<file path="src/design/bebt_pkg.sv">
// Shared types, codes and constants of the band energy beat trigger.
`default_nettype none
package bebt_pkg;

	localparam int BANDS_DEF   = 64;
	localparam int HISTORY_DEF = 10;

	localparam int LEVEL_W = 16;
	localparam int MS_W    = 10;
	localparam int COUNT_W = 8;
	localparam int RULE_W  = 3;
	localparam int BANDIX_W = 8;
	localparam int IN_DATA_W  = 40;
	localparam int OUT_DATA_W = 64;
	localparam int CFG_IDX_W  = 3;
	localparam int CFG_DATA_W = 16;

	// register indexes
	localparam logic [CFG_IDX_W-1:0] REG_BASS    = 3'd0;
	localparam logic [CFG_IDX_W-1:0] REG_MID     = 3'd1;
	localparam logic [CFG_IDX_W-1:0] REG_TREBLE  = 3'd2;
	localparam logic [CFG_IDX_W-1:0] REG_SPIKE   = 3'd3;
	localparam logic [CFG_IDX_W-1:0] REG_SUSTAIN = 3'd4;
	localparam logic [CFG_IDX_W-1:0] REG_PEAK    = 3'd5;
	localparam logic [CFG_IDX_W-1:0] REG_SLOTS   = 3'd6;

	localparam logic [15:0] BASS_RST    = 16'd9830;
	localparam logic [15:0] MID_RST     = 16'd13107;
	localparam logic [15:0] TREBLE_RST  = 16'd11469;
	localparam logic [15:0] SPIKE_RST   = 16'd16384;
	localparam logic [15:0] SUSTAIN_RST = 16'd19661;
	localparam logic [15:0] PEAK_RST    = 16'd13107;
	localparam logic [7:0]  SLOTS_RST   = 8'd16;

	// rule codes
	localparam logic [RULE_W-1:0] RULE_NONE    = 3'd0;
	localparam logic [RULE_W-1:0] RULE_BASS    = 3'd1;
	localparam logic [RULE_W-1:0] RULE_MID     = 3'd2;
	localparam logic [RULE_W-1:0] RULE_TREBLE  = 3'd3;
	localparam logic [RULE_W-1:0] RULE_SPIKE   = 3'd4;
	localparam logic [RULE_W-1:0] RULE_SUSTAIN = 3'd5;

	// 0.01 in Q1.15, ratio thresholds times ten
	localparam int EPS_Q15 = 328;
	localparam int K_BASS  = 20;
	localparam int K_MID   = 18;
	localparam int K_TREB  = 16;
	localparam int K_SPIKE = 25;

	// hold-off limits in ms
	localparam logic [15:0] HOLD_BASS    = 16'd300;
	localparam logic [15:0] HOLD_MID     = 16'd400;
	localparam logic [15:0] HOLD_TREB    = 16'd600;
	localparam logic [15:0] HOLD_SPIKE   = 16'd200;
	localparam logic [15:0] HOLD_SUSTAIN = 16'd1000;

	// exact reciprocal division: sum of three averages by 3, 4*total by 5
	localparam int ESUM_W      = 18;
	localparam int THREE_SHIFT = 20;
	localparam longint unsigned THREE_MUL = ((64'd1 << THREE_SHIFT) + 64'd2) / 64'd3;
	localparam int MUL3_W      = 20;
	localparam int FIVE_SHIFT  = 21;
	localparam longint unsigned FIVE_MUL = ((64'd1 << FIVE_SHIFT) + 64'd4) / 64'd5;
	localparam int MUL5_W      = 20;

	typedef struct packed {
		logic [LEVEL_W-1:0]  peak_v;
		logic [BANDIX_W-1:0] peak_b;
		logic [MS_W-1:0]     ms;
		logic [COUNT_W-1:0]  act;
	} ctx_t;

	typedef struct packed {
		logic [LEVEL_W-1:0] bass;
		logic [LEVEL_W-1:0] mid;
		logic [LEVEL_W-1:0] treb;
		logic [LEVEL_W-1:0] total;
	} avg_t;

	typedef struct packed {
		logic bass_hi;
		logic mid_hi;
		logic treb_hi;
		logic spike_hi;
		logic sust_hi;
		logic peak_hi;
		logic beat_bass;
		logic beat_mid;
		logic beat_treb;
		logic beat_spike;
		logic slot1;
		logic slot2;
		logic slot3;
	} flags_t;

	typedef struct packed {
		logic [RULE_W-1:0]   rule;
		logic [LEVEL_W-1:0]  i1;
		logic [BANDIX_W-1:0] b1;
		logic [LEVEL_W-1:0]  i2;
		logic [BANDIX_W-1:0] b2;
		logic [LEVEL_W-1:0]  energy;
	} res_t;

endpackage
`default_nettype wire

</file>
<file path="src/design/band_energy_beat_trigger.sv">
// Top level of the band energy beat trigger: band accumulation, frame pipeline, history ring.
`default_nettype none
// One band magnitude is taken every cycle; a frame is BANDS transfers. The last band of
// a frame enters a nine-stage frame pipeline (three reciprocal multiplies for the
// averages, one for the total, history compare, rule decision), whose last stage s9
// writes the frame's result into the two-entry output queue. The history of totals
// sits in a HISTORY_DEPTH-entry ring memory, read and written back once per frame;
// per-entry valid flags make it read as zero after reset, with no clearing pass.
// Bands that close no frame are always taken; the last band of a frame waits only
// while two finished or in-flight frames are still unread downstream.
module band_energy_beat_trigger
	import bebt_pkg::*;
#(
	parameter int BANDS         = BANDS_DEF,
	parameter int HISTORY_DEPTH = HISTORY_DEF
) (
	input  wire logic                  clk,
	input  wire logic                  arst_n,
	input  wire logic                  cfg_we,
	input  wire logic [CFG_IDX_W-1:0]  cfg_index,
	input  wire logic [CFG_DATA_W-1:0] cfg_data,
	input  wire logic                  s_tvalid,
	output logic                       s_tready,
	// [15:0] band_level, [25:16] frame_ms, [33:26] active_count, [39:34] zero
	input  wire logic [IN_DATA_W-1:0]  s_tdata,
	output logic                       m_tvalid,
	input  wire logic                  m_tready,
	// [15:0] first_intensity, [23:16] first_band, [39:24] second_intensity,
	// [47:40] second_band, [63:48] frame_energy
	output logic [OUT_DATA_W-1:0]      m_tdata,
	// [2:0] rule_fired
	output logic [RULE_W-1:0]          m_tuser
);

	localparam int NB    = BANDS / 3;
	localparam int NT    = BANDS - 2 * NB;
	localparam int BandW = $clog2(BANDS);
	localparam int SumW  = LEVEL_W + BandW;
	localparam int MulW  = SumW + 2;
	localparam int ProdW = SumW + MulW;
	localparam int BassS = SumW + $clog2(NB);
	localparam int TrebS = SumW + $clog2(NT);
	localparam longint unsigned BassM = ((64'd1 << BassS) + 64'(NB) - 64'd1) / 64'(NB);
	localparam longint unsigned TrebM = ((64'd1 << TrebS) + 64'(NT) - 64'd1) / 64'(NT);
	localparam int PtrW  = $clog2(HISTORY_DEPTH);
	localparam int RtW   = LEVEL_W + $clog2(HISTORY_DEPTH);
	localparam int BaseW = RtW + 1;
	localparam int CmpW  = BaseW + 5;
	localparam logic [BANDIX_W-1:0] BandMid  = BANDIX_W'(BANDS / 2);
	localparam logic [BANDIX_W-1:0] BandTop  = BANDIX_W'(BANDS - 1);
	localparam logic [BANDIX_W-1:0] BandSpk  = BANDIX_W'(NB);
	localparam logic [BANDIX_W-1:0] BandSpk2 = BANDIX_W'(NB + NB / 2);

	// configuration
	logic [15:0] bass_lvl_q, mid_lvl_q, treb_lvl_q, spike_lvl_q, sust_lvl_q, peak_lvl_q;
	logic [7:0]  slots_q;

	always_ff @(posedge clk or negedge arst_n) begin
		if (!arst_n) begin
			bass_lvl_q  <= BASS_RST;
			mid_lvl_q   <= MID_RST;
			treb_lvl_q  <= TREBLE_RST;
			spike_lvl_q <= SPIKE_RST;
			sust_lvl_q  <= SUSTAIN_RST;
			peak_lvl_q  <= PEAK_RST;
			slots_q     <= SLOTS_RST;
		end else if (cfg_we) begin
			case (cfg_index)
				REG_BASS:    bass_lvl_q  <= cfg_data;
				REG_MID:     mid_lvl_q   <= cfg_data;
				REG_TREBLE:  treb_lvl_q  <= cfg_data;
				REG_SPIKE:   spike_lvl_q <= cfg_data;
				REG_SUSTAIN: sust_lvl_q  <= cfg_data;
				REG_PEAK:    peak_lvl_q  <= cfg_data;
				REG_SLOTS:   slots_q     <= cfg_data[7:0];
				default: ;
			endcase
		end
	end

	// band accumulation
	logic [BandW-1:0]   band_cnt_q;
	logic [SumW-1:0]    bass_q, mid_q, treb_q;
	logic [LEVEL_W-1:0] peak_v_q;
	logic [BandW-1:0]   peak_b_q;
	logic [1:0]         pend_q;

	logic [LEVEL_W-1:0] level;
	logic               in_xfer, last_band, in_bass, in_mid, new_peak;
	logic [SumW-1:0]    bass_nx, mid_nx, treb_nx;
	logic [LEVEL_W-1:0] peak_v_nx;
	logic [BandW-1:0]   peak_b_nx;
	logic               out_xfer;

	assign level     = s_tdata[15:0];
	assign last_band = band_cnt_q == BandW'(BANDS - 1);
	assign s_tready  = !(last_band && pend_q == 2'd2);
	assign in_xfer   = s_tvalid && s_tready;
	assign in_bass   = band_cnt_q < BandW'(NB);
	assign in_mid    = !in_bass && band_cnt_q < BandW'(2 * NB);
	assign new_peak  = level > peak_v_q;

	always_comb begin
		bass_nx   = bass_q + ((in_bass) ? SumW'(level) : '0);
		mid_nx    = mid_q + ((in_mid) ? SumW'(level) : '0);
		treb_nx   = treb_q + ((!in_bass && !in_mid) ? SumW'(level) : '0);
		peak_v_nx = new_peak ? level : peak_v_q;
		peak_b_nx = new_peak ? band_cnt_q : peak_b_q;
	end

	always_ff @(posedge clk or negedge arst_n) begin
		if (!arst_n) begin
			band_cnt_q <= '0;
			bass_q     <= '0;
			mid_q      <= '0;
			treb_q     <= '0;
			peak_v_q   <= '0;
			peak_b_q   <= '0;
		end else if (in_xfer) begin
			if (last_band) begin
				band_cnt_q <= '0;
				bass_q     <= '0;
				mid_q      <= '0;
				treb_q     <= '0;
				peak_v_q   <= '0;
				peak_b_q   <= '0;
			end else begin
				band_cnt_q <= band_cnt_q + BandW'(1);
				bass_q     <= bass_nx;
				mid_q      <= mid_nx;
				treb_q     <= treb_nx;
				peak_v_q   <= peak_v_nx;
				peak_b_q   <= peak_b_nx;
			end
		end
	end

	// frames in the pipeline plus results waiting in the queue
	always_ff @(posedge clk or negedge arst_n) begin
		if (!arst_n) begin
			pend_q <= '0;
		end else begin
			case ({in_xfer && last_band, out_xfer})
				2'b10:   pend_q <= pend_q + 2'd1;
				2'b01:   pend_q <= pend_q - 2'd1;
				default: pend_q <= pend_q;
			endcase
		end
	end

	// frame pipeline
	logic vld_s1, vld_s2, vld_s3, vld_s4, vld_s5, vld_s6, vld_s7, vld_s8, vld_s9;

	always_ff @(posedge clk or negedge arst_n) begin
		if (!arst_n) begin
			{vld_s1, vld_s2, vld_s3, vld_s4, vld_s5, vld_s6, vld_s7, vld_s8, vld_s9} <= '0;
		end else begin
			vld_s1 <= in_xfer && last_band;
			vld_s2 <= vld_s1;
			vld_s3 <= vld_s2;
			vld_s4 <= vld_s3;
			vld_s5 <= vld_s4;
			vld_s6 <= vld_s5;
			vld_s7 <= vld_s6;
			vld_s8 <= vld_s7;
			vld_s9 <= vld_s8;
		end
	end

	logic [SumW-1:0]    bass_s1, mid_s1, mid_s2, treb_s1, treb_s2, treb_s3;
	ctx_t               ctx_s1, ctx_s2, ctx_s3, ctx_s4, ctx_s5, ctx_s6, ctx_s7, ctx_s8, ctx_s9;
	avg_t               avg_s2, avg_s3, avg_s4, avg_s5, avg_s6, avg_s7, avg_s8, avg_s9;
	logic [ESUM_W-1:0]  esum_s5;
	logic [LEVEL_W-1:0] ring_rd_s6;
	logic               ring_hit_s6;
	logic [CmpW-1:0]    lhs_s7, lhs_s8;
	logic [BaseW-1:0]   base_s7;
	logic [CmpW-1:0]    rb_s8, rm_s8, rt_s8, rs_s8;
	flags_t             flg_s8, flg_s9;
	logic [LEVEL_W-1:0] i2_s9;

	logic [ProdW-1:0]               bass_prod, mid_prod, treb_prod;
	logic [ESUM_W+MUL3_W-1:0]       three_prod;
	logic [ESUM_W+MUL5_W-1:0]       five_prod;
	logic [LEVEL_W-1:0]             total_s6;
	logic [LEVEL_W-1:0]             ring_old;

	assign bass_prod  = ProdW'(bass_s1) * ProdW'(BassM);
	assign mid_prod   = ProdW'(mid_s2) * ProdW'(BassM);
	assign treb_prod  = ProdW'(treb_s3) * ProdW'(TrebM);
	assign three_prod = (ESUM_W + MUL3_W)'(esum_s5) * (ESUM_W + MUL3_W)'(THREE_MUL);
	assign five_prod  = (ESUM_W + MUL5_W)'({avg_s8.total, 2'b00}) * (ESUM_W + MUL5_W)'(FIVE_MUL);
	assign total_s6   = avg_s6.total;
	assign ring_old   = ring_hit_s6 ? ring_rd_s6 : '0;

	always_ff @(posedge clk) begin
		if (in_xfer && last_band) begin
			bass_s1       <= bass_nx;
			mid_s1        <= mid_nx;
			treb_s1       <= treb_nx;
			ctx_s1.peak_v <= peak_v_nx;
			ctx_s1.peak_b <= BANDIX_W'(peak_b_nx);
			ctx_s1.ms     <= s_tdata[25:16];
			ctx_s1.act    <= s_tdata[33:26];
		end
		avg_s2      <= '0;
		avg_s2.bass <= bass_prod[BassS +: LEVEL_W];
		mid_s2      <= mid_s1;
		treb_s2     <= treb_s1;
		ctx_s2      <= ctx_s1;

		avg_s3      <= avg_s2;
		avg_s3.mid  <= mid_prod[BassS +: LEVEL_W];
		treb_s3     <= treb_s2;
		ctx_s3      <= ctx_s2;

		avg_s4      <= avg_s3;
		avg_s4.treb <= treb_prod[TrebS +: LEVEL_W];
		ctx_s4      <= ctx_s3;

		avg_s5  <= avg_s4;
		esum_s5 <= ESUM_W'(avg_s4.bass) + ESUM_W'(avg_s4.mid) + ESUM_W'(avg_s4.treb);
		ctx_s5  <= ctx_s4;

		avg_s6       <= avg_s5;
		avg_s6.total <= three_prod[THREE_SHIFT +: LEVEL_W];
		ctx_s6       <= ctx_s5;

		avg_s7  <= avg_s6;
		ctx_s7  <= ctx_s6;
		lhs_s7  <= CmpW'(total_s6) * CmpW'(HISTORY_DEPTH * 10);
		base_s7 <= BaseW'(ring_total_q) + BaseW'(EPS_Q15 * HISTORY_DEPTH);

		avg_s8  <= avg_s7;
		ctx_s8  <= ctx_s7;
		lhs_s8  <= lhs_s7;
		rb_s8   <= CmpW'(base_s7) * CmpW'(K_BASS);
		rm_s8   <= CmpW'(base_s7) * CmpW'(K_MID);
		rt_s8   <= CmpW'(base_s7) * CmpW'(K_TREB);
		rs_s8   <= CmpW'(base_s7) * CmpW'(K_SPIKE);
		flg_s8          <= '0;
		flg_s8.bass_hi  <= avg_s7.bass > bass_lvl_q;
		flg_s8.mid_hi   <= avg_s7.mid > mid_lvl_q;
		flg_s8.treb_hi  <= avg_s7.treb > treb_lvl_q;
		flg_s8.spike_hi <= avg_s7.total > spike_lvl_q;
		flg_s8.sust_hi  <= avg_s7.total > sust_lvl_q;
		flg_s8.peak_hi  <= ctx_s7.peak_v > peak_lvl_q;

		avg_s9  <= avg_s8;
		ctx_s9  <= ctx_s8;
		i2_s9   <= five_prod[FIVE_SHIFT +: LEVEL_W];
		flg_s9            <= flg_s8;
		flg_s9.beat_bass  <= lhs_s8 > rb_s8;
		flg_s9.beat_mid   <= lhs_s8 > rm_s8;
		flg_s9.beat_treb  <= lhs_s8 > rt_s8;
		flg_s9.beat_spike <= lhs_s8 > rs_s8;
		// signed gate active < cap - margin, written without a sign
		flg_s9.slot1 <= (9'(ctx_s8.act) + 9'd1) < 9'(slots_q);
		flg_s9.slot2 <= (9'(ctx_s8.act) + 9'd2) < 9'(slots_q);
		flg_s9.slot3 <= (9'(ctx_s8.act) + 9'd3) < 9'(slots_q);
	end

	// history ring: read at s5, written back at s6
	logic [LEVEL_W-1:0]       ring_mem [HISTORY_DEPTH];
	logic [HISTORY_DEPTH-1:0] ring_vld_q;
	logic [PtrW-1:0]          ring_ptr_q;
	logic [RtW-1:0]           ring_total_q;

	always_ff @(posedge clk) begin
		if (vld_s5) begin
			ring_rd_s6  <= ring_mem[ring_ptr_q];
			ring_hit_s6 <= ring_vld_q[ring_ptr_q];
		end
		if (vld_s6) begin
			ring_mem[ring_ptr_q] <= total_s6;
		end
	end

	always_ff @(posedge clk or negedge arst_n) begin
		if (!arst_n) begin
			ring_vld_q   <= '0;
			ring_ptr_q   <= '0;
			ring_total_q <= '0;
		end else if (vld_s6) begin
			ring_vld_q[ring_ptr_q] <= 1'b1;
			ring_total_q <= ring_total_q - RtW'(ring_old) + RtW'(total_s6);
			ring_ptr_q   <= (ring_ptr_q == PtrW'(HISTORY_DEPTH - 1)) ? '0
				: ring_ptr_q + PtrW'(1);
		end
	end

	// rule decision and hold-off timer
	logic [15:0] timer_q;
	logic [16:0] tsum;
	logic [15:0] tnow;
	res_t        res;

	assign tsum = {1'b0, timer_q} + 17'(ctx_s9.ms);
	assign tnow = tsum[16] ? 16'hFFFF : tsum[15:0];

	always_comb begin
		res        = '0;
		res.rule   = RULE_NONE;
		res.energy = avg_s9.total;
		if (flg_s9.bass_hi && flg_s9.beat_bass && tnow > HOLD_BASS && flg_s9.slot1) begin
			res.rule = RULE_BASS;
			res.i1   = avg_s9.bass;
		end else if (flg_s9.mid_hi && flg_s9.beat_mid && tnow > HOLD_MID && flg_s9.slot1) begin
			res.rule = RULE_MID;
			res.i1   = avg_s9.mid;
			res.b1   = BandMid;
		end else if (flg_s9.treb_hi && flg_s9.beat_treb && tnow > HOLD_TREB
				&& flg_s9.slot1) begin
			res.rule = RULE_TREBLE;
			res.i1   = avg_s9.treb;
			res.b1   = BandTop;
		end else if (flg_s9.spike_hi && flg_s9.beat_spike && tnow > HOLD_SPIKE
				&& flg_s9.slot2) begin
			res.rule = RULE_SPIKE;
			res.i1   = avg_s9.total;
			res.b1   = BandSpk;
			res.i2   = i2_s9;
			res.b2   = BandSpk2;
		end else if (flg_s9.sust_hi && tnow > HOLD_SUSTAIN && flg_s9.slot3) begin
			// weak peak: no trigger and the timer runs on
			if (flg_s9.peak_hi) begin
				res.rule = RULE_SUSTAIN;
				res.i1   = ctx_s9.peak_v;
				res.b1   = ctx_s9.peak_b;
			end
		end
	end

	always_ff @(posedge clk or negedge arst_n) begin
		if (!arst_n) begin
			timer_q <= '0;
		end else if (vld_s9) begin
			timer_q <= (res.rule != RULE_NONE) ? '0 : tnow;
		end
	end

	// output queue
	res_t       oq_q [2];
	logic       oq_wr_q, oq_rd_q;
	logic [1:0] oq_cnt_q;
	res_t       head;

	assign m_tvalid = oq_cnt_q != 2'd0;
	assign out_xfer = m_tvalid && m_tready;
	assign head     = oq_q[oq_rd_q];
	assign m_tuser  = head.rule;
	assign m_tdata  = {head.energy, head.b2, head.i2, head.b1, head.i1};

	always_ff @(posedge clk) begin
		if (vld_s9) begin
			oq_q[oq_wr_q] <= res;
		end
	end

	always_ff @(posedge clk or negedge arst_n) begin
		if (!arst_n) begin
			oq_wr_q  <= 1'b0;
			oq_rd_q  <= 1'b0;
			oq_cnt_q <= '0;
		end else begin
			if (vld_s9) begin
				oq_wr_q <= !oq_wr_q;
			end
			if (out_xfer) begin
				oq_rd_q <= !oq_rd_q;
			end
			case ({vld_s9, out_xfer})
				2'b10:   oq_cnt_q <= oq_cnt_q + 2'd1;
				2'b01:   oq_cnt_q <= oq_cnt_q - 2'd1;
				default: oq_cnt_q <= oq_cnt_q;
			endcase
		end
	end

endmodule
`default_nettype wire

</file>
<file path="config.mk">
export PLATFORM = sky130hd
export DESIGN_NAME = band_energy_beat_trigger
export DESIGN_NICKNAME = d
export VERILOG_FILES = /design/src/design/bebt_pkg.sv /design/src/design/band_energy_beat_trigger.sv
export SDC_FILE = /design/constraint.sdc
export NUM_CORES = 2
export LEC_CHECK = 0
export BUFFER_PORTS_ARGS = -buffer_cell sky130_fd_sc_hd__buf_2
export CAP_MARGIN = 20
export CORE_MARGIN = 1
export CORE_UTILIZATION = 58
export DETAILED_ROUTE_END_ITERATION = 7
export PLACE_DENSITY = 0.77
export SYNTH_ARGS = -nofsm -noshare
export SYNTH_HDL_FRONTEND = slang
export SYNTH_SLANG_ARGS = --single-unit
</file>
<file path="constraint.sdc">
create_clock -name clk -period 6.5 [get_ports clk]
set_input_delay 0.325 -clock clk [delete_from_list [all_inputs] [get_ports clk]]
set_output_delay 0.325 -clock clk [all_outputs]
set_load 0.005 [all_outputs]
</file>
==> run_results.csv <==
group,metric,value,unit
clocking,cts_max_level,4,
global_routing,overflow,0,
clocking,cts_buffers,164,
yosys,ys_seq_area_share,42.1,%
sta,relSlewSlack,27.8,%
floorplan,dieArea,0.158,mm²
yosys,ys_ff_latch,1637,
route,wl_per_cell,19.8,µm
cells_and_area,drive_gt1_share,10.4,%
floorplan,rows,144,
yosys,yosysWarnings,0,
global_routing,grt_max_degree,138,
sta,drv_slew,0,
yosys,async_reset_ff_share,16.1,%
sta,worst_pin_slew,1080,ps
hold_path,min_path_type,"input port to flip-flop",
sta,worst_hold_slack,50.7,ps
sta,period_minus_slack,6450,ps
clocking,clk_latency,820,ps
yosys,synthFlopType,"dfxtp_1",
global_routing,antenna_found_initial,11,
global_routing,grt_pass1_wl,319000,µm
yosys,synth_edf_count,399,
floorplan,core-area,0.155,mm²
clocking,clockRootBuffer,"clkbuf_16",
cells_and_area,layout_common_cells,"inv_1, ha_1, dfxtp_1",
cells_and_area,syn2layout_area_growth,11.4,%
route,vias,56000,
sta,hold_viol,0,
critical_path,ff2ff_setup_slack,50,ps
cells_and_area,mostFrequentLayoutCell,"inv_1",
floorplan,initial_core_util,58.6,%
sta,setup_violations,0,
sta,clock_skew,68.3,ps
yosys,synth_area_per_cell,11.8,µm²
clocking,cts_tree,"built",
sta,timing.fmax,0.155,GHz
sta,fin_crit_sh,99.3,%
clocking,clockBufferDepth,3,
global_routing,grt_use_total,26.1,%
critical_path,end_kind,"flip-flop",
clocking,cts.clk_slew.worst_paths,60,ps
route,first_pass_iters,6,
placed_design,dpl.hpwl,155000,µm
critical_path,startpoint_type,"flip-flop",
yosys,synth_cell_types,91,
cells_and_area,nets,10100,
floorplan,die_h,397,µm
cells_and_area,regArea,0.0381,mm²
route,drtIter0Drc,3700,
placed_design,globalplace.congestion,0.957,
global_routing,grt_pass1_vias,58600,
clocking,clkSinkCount,1637,
cells_and_area,fill_cells,11300,
critical_path,cp_max_fo,9,
critical_path,critPathKind,"flip-flop to flip-flop",
route,ant_nets,0,
yosys,synth_area,0.0906,mm²
critical_path,required,7150,ps
critical_path,cp.arrival,7100,ps
floorplan,die_x,397,µm
route,drc,0,
cells_and_area,multi_input_area,0.0469,mm²
sta,rsz0062_at_grt,"yes",
yosys,netlist_instances,7686,
outcome,run_status,"completed",
route,viasPerCell,5.48,
placed_design,port_buffers,121,
route,detail_route.wirelength,202000,µm
floorplan,ioPinCount,133,
run,drv_cap,0,
critical path, stage by stage, from the launching register on:
cell       delay [ps]
dfxtp_1           330
buf_4             210
fa_1              370
ha_1              280
inv_1              50
fa_1              520
inv_1              50
fa_1              450
ha_1              330
fa_1              550
inv_1              60
fa_1              600
inv_1              70
ha_1              350
a2111oi_2         340
buf_4             180
nor4b_2            40
buf_4             160
a2111oi_4         490
o31ai_4           120
buf_4             160
buf_4             130
a21o_1            200
buf_4             140
xor2_1            140
Yosys cell counts (27+ instances only):
cell type | count | share of area, %
a21o_1 | 84 | 0.70
a211oi_1 | 38 | 0.31
nand3_1 | 83 | 0.46
fa_1 | 615 | 14
a21oi_1 | 208 | 1.1
o21a_1 | 105 | 0.87
nand2b_1 | 42 | 0.29
inv_1 | 1416 | 5.9
mux4_2 | 34 | 0.85
nor3_1 | 100 | 0.55
o21ai_0 | 217 | 1.2
xor2_1 | 70 | 0.68
nand4_1 | 56 | 0.39
dfstp_2 | 41 | 1.2
dfxtp_1 | 975 | 22
edfxtp_1 | 399 | 13
o21bai_1 | 27 | 0.22
ha_1 | 1346 | 19
and2_1 | 102 | 0.70
a31oi_1 | 49 | 0.34
nor2b_1 | 76 | 0.52
dfrtp_1 | 222 | 6.1
xnor2_1 | 213 | 2.1
nor2_1 | 222 | 0.92
and3_1 | 55 | 0.38
or3_1 | 27 | 0.19
mux2_2 | 125 | 1.6
nand2_1 | 212 | 0.88
clkbuf_1 | 79 | 0.33
a22o_1 | 74 | 0.72
path summary, 6_finish.rpt:
kind                                     from                            to  depth (start not counted)
setup / recovery           treb_s3[6]$_DFF_P_            avg_s4[27]$_DFF_P_                         24
setup reg to reg           treb_s3[6]$_DFF_P_            avg_s4[27]$_DFF_P_                         24
hold reg to reg            avg_s5[30]$_DFF_P_            avg_s6[30]$_DFF_P_                          0
min in group asynchronous              arst_n  ring_total_q[15]$_DFFE_PN0P_                          2
hold / removal                    s_tdata[14]          ctx_s1[40]$_DFFE_PP_                          2
max in group asynchronous              arst_n           oq_rd_q$_DFFE_PN0P_                          3
final cells by class:
| class | instances | share of cell area (%) |
|---|---|---|
| clock inverters | 88 | 1.22 |
| diodes | 4 | 0.00992 |
| clock buffers | 220 | 4.67 |
| multi-input cells | 4524 | 46.5 |
| repair buffers | 287 | 2.04 |
| inverters | 1416 | 5.27 |
| flip-flops and latches | 1637 | 37.8 |
| well taps | 2044 | 2.53 |
stage by stage:
step	cell area [µm²]	setup WS, ps	utilization, %	cells	setup TNS [ps]
finish	101000	46.1	65.3	10200	0
global route	101000	-102	65.3	10200	-391
CTS	101000	-5.39	65.1	10200	-5.39
detailed placement	94200	-277	60.9	9848	-995
global placement	94200	-132	60.9	9848	-445
floorplan	90600	289	-	7690	0
state kept, by name, summed over array words and instances, names as in the netlist, 26 cells and up:
register,cells
avg_s3,32
avg_s4,48
avg_s5,48
avg_s6,48
avg_s7,64
avg_s8,64
avg_s9,64
ctx_s1,40
ctx_s2,40
ctx_s3,40
ctx_s4,40
ctx_s5,40
ctx_s6,40
ctx_s7,40
ctx_s8,40
ctx_s9,32
oq_q,116
ring_mem,160
rs_s8,26
per-layer routing:
metal | share of wire [%] | GRT usage (%) | up-vias | wire length [µm]
met5 | 0.011 | 0 | - | 23
met4 | 3.0 | 8.10 | 4 | 6120
met3 | 5.4 | 3.84 | 361 | 11000
met2 | 48 | 43.5 | 1448 | 96400
met1 | 44 | 35.1 | 27600 | 88700
li1 | - | - | 26600 | -
kinds of logic after synthesis:
family                   Yosys count  synth area share (%)
flip-flops                      1637                  42.1
AO/OA/AOI/OAI                   1032                  7.87
AND/OR/NAND/NOR                 1061                  6.03
adder cells (fa/ha/maj)         1961                  32.2
multiplexers                     182                  2.65
other                              1               0.00414
buffers and inverters           1529                  6.42
XOR/XNOR                         283                  2.74
timing repair:
item                                   CTS  global route
endpoints found under the hold margin  180             0
hold buffers                            49             0
setup endpoints to repair                8            14
resized for setup                       13            30
setup buffers                            1             6
pin swaps                                3            29
Power is not shown: default switching activity piles up to over one toggle a cycle in this logic, so the estimate is an artifact.
